## src/sv/tks_pkg.sv

```systemverilog
// Shared types, sizes and compare functions for the top-k score keeper.
// No dependencies; every other file imports this package.
package tks_pkg;

	localparam int SLOTS      = 64;
	localparam int ID_BITS    = 32;
	localparam int SCORE_BITS = 32;

	localparam int SLOT_W    = (SLOTS > 1) ? $clog2(SLOTS) : 1;
	localparam int CNT_W     = $clog2(SLOTS + 1);
	localparam int CFG_W     = 7;
	localparam int CFG_RESET = 64;
	localparam int RANK_W    = 6;
	localparam int ACT_W     = 2;

	localparam int IN_W      = ((ID_BITS + SCORE_BITS + 7) / 8) * 8;
	localparam int OUT_RAW_W = RANK_W + ID_BITS + SCORE_BITS;
	localparam int OUT_W     = ((OUT_RAW_W + 7) / 8) * 8;

	typedef enum logic [ACT_W-1:0] {
		ACT_OFFER = 2'd0,
		ACT_DRAIN = 2'd1,
		ACT_CLEAR = 2'd2
	} action_t;

	typedef struct packed {
		logic [ID_BITS-1:0]           id;
		logic signed [SCORE_BITS-1:0] score;
	} kv_t;

	typedef struct packed {
		logic v;
		kv_t  kv;
	} entry_t;

	typedef struct packed {
		logic clr;
		logic step;
		logic shift;
	} cell_ctrl_t;

	function automatic logic ranks_above(entry_t a, entry_t b);
		logic gt;
		logic eq;
		gt = $signed(a.kv.score) > $signed(b.kv.score);
		eq = $signed(a.kv.score) == $signed(b.kv.score);
		return a.v && (!b.v || gt || (eq && (a.kv.id > b.kv.id)));
	endfunction

	function automatic logic kv_less(kv_t a, kv_t b);
		logic lt;
		logic eq;
		lt = $signed(a.score) < $signed(b.score);
		eq = $signed(a.score) == $signed(b.score);
		return lt || (eq && (a.id < b.id));
	endfunction

endpackage

```

## src/sv/tks_cell.sv

```systemverilog
// One cell of the sorting chain: keeps the better of its entry and the
// arriving one, passes the other on; shifts toward the head on output. Depends on tks_pkg.
module tks_cell import tks_pkg::*; (
	input  logic       clk,
	input  logic       arst_n,
	input  cell_ctrl_t ctrl,
	input  entry_t     in_e,
	input  entry_t     nb_e,
	output entry_t     held,
	output entry_t     pass
);

	entry_t held_q;
	entry_t pass_q;
	logic   in_wins;

	assign in_wins = ranks_above(in_e, held_q);

	always_ff @(posedge clk or negedge arst_n) begin
		if (!arst_n) begin
			held_q <= '0;
			pass_q <= '0;
		end else if (ctrl.clr) begin
			held_q <= '0;
			pass_q <= '0;
		end else if (ctrl.shift) begin
			held_q <= nb_e;
			pass_q <= '0;
		end else if (ctrl.step) begin
			held_q <= in_wins ? in_e : held_q;
			pass_q <= in_wins ? held_q : in_e;
		end
	end

	assign held = held_q;
	assign pass = pass_q;

endmodule

```

## config.mk

```make
export PLATFORM = sky130hd
export DESIGN_NAME = tks_cell
export DESIGN_NICKNAME = d
export VERILOG_FILES = /design/src/sv/tks_pkg.sv /design/src/sv/tks_cell.sv
export SDC_FILE = /design/constraint.sdc
export NUM_CORES = 1
export LEC_CHECK = 0
export ABC_AREA = 1
export BUFFER_PORTS_ARGS = -buffer_cell sky130_fd_sc_hd__buf_4
export CAP_MARGIN = 20
export CORE_ASPECT_RATIO = 1.75
export CORE_MARGIN = 2
export CORE_UTILIZATION = 50
export DETAILED_ROUTE_END_ITERATION = 10
export PLACE_DENSITY_LB_ADDON = 0.2
export SLEW_MARGIN = 20
export SYNTH_ARGS = -nofsm -noshare
export SYNTH_HDL_FRONTEND = slang
export SYNTH_SLANG_ARGS = --single-unit
```

## constraint.sdc

```tcl
create_clock -name clk -period 2.25 [get_ports clk]
set_input_delay 0.1125 -clock clk [delete_from_list [all_inputs] [get_ports clk]]
set_output_delay 0.1125 -clock clk [all_outputs]
set_load 0.02 [all_outputs]
```

== Word-level counts from Yosys, hierarchy flattened ==
Cells that the tools add are included.

* Word-level logic and storage cells: 25
* Flip-flop bits (word level): 130
* Input port bits: 135

* Reductions and logical operators: 8
* Equal/unequal tests: 1
* Multiplexer cells: 8
* Order comparisons: 2

{| class="wikitable"
|+ Operator list
! kind !! count
|-
| $mux 65 || 8
|-
| $gt 32x32->1 || 2
|-
| $eq 32x32->1 || 1
|-
| $reduce_bool 3->1 || 2
|-
| $logic_and 1x1->1 || 2
|-
| $logic_or 1x1->1 || 2
|-
| $reduce_and 2->1 || 1
|-
| $logic_not 1->1 || 1
|}

== Logic depth before layout (Yosys ltp) ==
* Depth in word-level cells: 8
* Mapped depth: 22
* Depth with buffers taken out: 20

== Worst setup path before layout ==
OpenSTA, ideal clock, no wires.

* Path kind: reg2reg
* From: register held_q (netlist bit held[31])
* To: register pass_q (netlist bit pass[32])
* Cell stages (with the launch flop): 16
* Data required time: 2.132 ns
* Path buffers: 2
* Path slack: 0.052 ns
* Arrival: 2.080 ns
* Cell sequence: dfrtp_1 inv_1 ha_1 a21oi_1 o21a_1 nand2_1 a21oi_1 nand2_1 nand2_1 nand3_1 nand2_4 buf_6 buf_2 nand3_1 nand3_1 nand2_1

* Word-level cells in the longest chain between the ends: 8

{| class="wikitable"
|+ RTL lines
! item !! line !! RTL
|-
| from (decl) || tks_cell.sv:13 || <nowiki>entry_t held_q;</nowiki>
|-
| from (signal assigned) || tks_cell.sv:27 || <nowiki>held_q <= nb_e;</nowiki>
|-
| from (signal assigned) || tks_cell.sv:30 || <nowiki>held_q <= in_wins ? in_e : held_q;</nowiki>
|-
| $gt 32x32->1 / $eq 32x32->1 (equally long branches) || tks_pkg.sv:45, tks_pkg.sv:46 ||
|-
| $logic_or 1x1->1 / $logic_and 1x1->1 (equally long branches) || tks_pkg.sv:47 || <nowiki>return a.v && (!b.v || gt || (eq && (a.kv.id > b.kv.id)));</nowiki>
|-
| $logic_or 1x1->1 * || tks_pkg.sv:47 ||
|-
| $logic_and 1x1->1 * || tks_pkg.sv:47 ||
|-
| $mux 65 * || tks_cell.sv:31 || <nowiki>pass_q <= in_wins ? held_q : in_e;</nowiki>
|-
| $mux 65 * || tks_cell.sv:29 || <nowiki>end else if (ctrl.step) begin</nowiki>
|-
| $mux 65 * || tks_cell.sv:26 || <nowiki>end else if (ctrl.shift) begin</nowiki>
|-
| $mux 65 * || tks_cell.sv:23 || <nowiki>end else if (ctrl.clr) begin</nowiki>
|-
| to (signal assigned) || tks_cell.sv:31 ||
|-
| to (decl) || tks_cell.sv:14 || <nowiki>entry_t pass_q;</nowiki>
|}

Mark *: on every way between the ends. The rest lies on a longest branch, timed or not. The select of a mux whose other input is x is not followed.
A chain may end at the register's enable or synchronous reset.

== Worst setup path in the final report ==
* From: register held_q (netlist bit held[59])
* To: register held_q (netlist bit held[3])

* Word-level cells in the longest chain between the ends: 6

{| class="wikitable"
|+ RTL lines
! item !! line
|-
| $gt 32x32->1 || tks_pkg.sv:47
|-
| $logic_and 1x1->1 || tks_pkg.sv:47
|-
| $logic_or 1x1->1 || tks_pkg.sv:47
|-
| $logic_and 1x1->1 || tks_pkg.sv:47
|-
| $reduce_bool 3->1 (no source line) || --
|-
| $reduce_and 2->1 (no source line) || --
|}

No other way between the ends.

==> results.md <==
- Status: finished, violations left
- Failing checks: negative setup slack
- CTS root buffer: clkbuf_16
- IO buf count: 264
- Netlist Area Pre-Place: 8610 sq um
- Vias: 9968
- Final period util: 1.16
- DP Area: 11500 sq um
- Fin area: 13200 sq um
- Largest net degree at the start of global routing: 64
- WS Path Type: flop to flop
- Combinational family with the most area after synthesis: simple AND/OR/NAND/NOR gates
- GR Overflow Total: 0
- Worst-path clk slew: 0.06 ns
- Share of flip-flops with an asynchronous set or reset: 1.00
- DRT Wirelength: 32700 um
- Die area: 18300 sq um
- Cell variety after synth: 24
- Synth Area in Adders: 0.0930
- Initial DRC count: 628
- Arr. time, crit path: 2.95 ns
- Htree depth: 4
- Die Ht: 178 um
- Synthesized net count: 1409
- Synth Area in Simple Gates: 0.334
- Fmax: 384 MHz
- Num CTS Buffers: 17
- Hold Fails Final Rpt: 0
- Initial antenna violation count: 0
- Worst Setup End Kind: flop
- Setup_tns: -34.23 ns
- Leak: 7.23 nW
- Share of the synthesized area in the top cell type: 0.378
- Fin crit period: 2.60 ns
- WL/cell: 18.2 um
- Endpoints failing setup: 129
- Register area share after synthesis: 0.378
- Rows: 63
- Filler cells: 1248
- Synth area leaders: dfrtp_1, nand2_1, nand3_1
- Final ANT Viol Nets: 0
- Clock Path Buffers: 2
- Worst Tran Pin Value: 0.690 ns
- N_diodes: 0
- Nets: 1755
- Startpoint Class: flop
- Multiplexer share of the synthesized area: 0
- RSZ-0062 raised after global routing: yes
- Max-slew headroom: 0.540
- CTS tree: yes
- MaxCap Viol Count: 0
- Synth Area in Compound Gates: 0.0848
- Post-route setup slack: -0.352 ns
- First-pass GRT wire length: 47700 um
- Synth Area in XOR/XNOR: 0
- CP Max Fanout: 7
- Synthesis Warnings: 0
- Gr usage total: 0.338
- Synth Register Bits: 130
- Placement Setup Slack: -0.215 ns
- IO Pins: 265
- Non-filler instance count after layout: 1793
- Die W: 103 um
- PwrDens: 595 nW/um^2
- Initial core utilization: 0.510
- Synth Flop Type: dfrtp_1
- Largest area contributor in the netlist: dfrtp_1
- Most frequent cells after synthesis: nand2_1, nand3_1, inv_1
- Vias/cell: 5.56
- Layout cells sized above 1: 0.374
- Required time worst endpoint: 2.60 ns
- DP HPWL: 20800 um
- Most common cell in the netlist: nand2_1
- Placed cells: 1736
- Peak supply drop: 0.000485 V
- Min Hold Slack: 0.0212 ns
- Mapped Cells: 1210
- EDFF count, synth: 0
- Hold crit path type: primary input to flop
- Avg Inst Size Synth: 7.11 sq um
- Clock Latency Late Sink: 0.42 ns
- Core area: 16900 sq um
- Drt first pass iters: 5
- Skew final: 0.0137 ns
- GPL Wtd Cong: 0.883
- DRC viols: 0
- Slew Limit Fails: 0
- Vias in the first global route: 9876
- Layout area overhead: 53.2%
- Clock net sink count: 130
## worst paths after layout
check / from / slack, ns / to / cells past startpoint
setup reg to reg: held[59]$_DFFE_PN0P_ / -0.35 / held[3]$_DFFE_PN0P_ / 15
min in group asynchronous: arst_n / 0.28 / pass[24]$_DFFE_PN0P_ / 2
hold / removal: in_e[18] / 0.02 / pass[18]$_DFFE_PN0P_ / 5
setup / recovery: held[59]$_DFFE_PN0P_ / -0.35 / held[3]$_DFFE_PN0P_ / 15
hold reg to reg: pass[12]$_DFFE_PN0P_ / 0.48 / pass[12]$_DFFE_PN0P_ / 2
max in group asynchronous: arst_n / 1.31 / pass[11]$_DFFE_PN0P_ / 3
## logic make-up after synthesis
kind of cell,count (synthesis)
and+or+nand+nor,686
AOI/OAI and AO/OA,109
buffers and inverters,221
DFF,130
adders and majority gates,64
## layer usage
layer,vias up,routed length (um),GRT usage
met5,-,0,0
met4,0,2190,0.217
met3,151,2370,0.0599
met2,546,16700,0.571
met1,4661,11500,0.384
li1,4610,-,-
## metrics by stage
step,power [mW],util
floorplan,3.72,-
global placement,4.70,0.679
detailed placement,4.75,0.679
CTS,7.58,0.734
global route,8.18,0.782
finish,7.85,0.782
## power breakdown
| group | internal (mW) | switching, mW | total (mW) |
|---|---|---|---|
| Sequential | 2.49 | 0.102 | 2.59 |
| Clock | 1.67 | 1.06 | 2.72 |
| Combinational | 1.12 | 1.41 | 2.53 |
## cell type report
cell class	instances	area, sq um	share of cell area
multi-input combinational	860	5140	0.390
timing repair buffer	403	3400	0.258
sequential	130	3250	0.247
inverter	144	543	0.0412
clock buffer	19	453	0.0343
tap	227	284	0.0215
clock inverter	10	113	0.00854
## cells in the final DEF (no fill, tap or decap), types with 5 or more instances in the layout
master     netlist  layout
nand2_2          2      49
nand3_2          0      23
o21ai_0          6       5
nand2_4          1      25
a211oi_1        64      64
buf_12           0      14
inv_2            0      15
a21oi_1         31      22
buf_4            0     373
ha_1            64      48
ha_4             0      16
nand3_1        198     175
a21oi_2          1      10
inv_1          144     128
clkbuf_16        0      23
nor2_1          83      76
nor2_2           2       8
dfrtp_1        130     130
nand2_1        392     319
## timing repair
action	in CTS	in global routing
buffers inserted	8	8
hold buffers	1	0
hold endpoints to repair	61	0
gates resized for setup	46	143
pin swaps	21	30
setup endpoints to repair	129	129
cloned	3	8
## worst max-delay path, cell delays in order (launching register included)
cell and delay [ns]:
dfrtp_1 0.38, inv_2 0.08, ha_4 0.28, nand4_1 0.16, nor3_4 0.26, buf_4 0.16, buf_4 0.10, a21oi_2 0.05
nand2_1 0.09, a21oi_2 0.08, nand2_4 0.13, nand3_4 0.21, nand2_8 0.23, clkbuf_16 0.20, nand2_2 0.07, nand2_1 0.07
## registers in the layout, summed over array words and instances, names as in the netlist
name  cells
held     65
pass     65
Power figures use the tool's default switching activity.
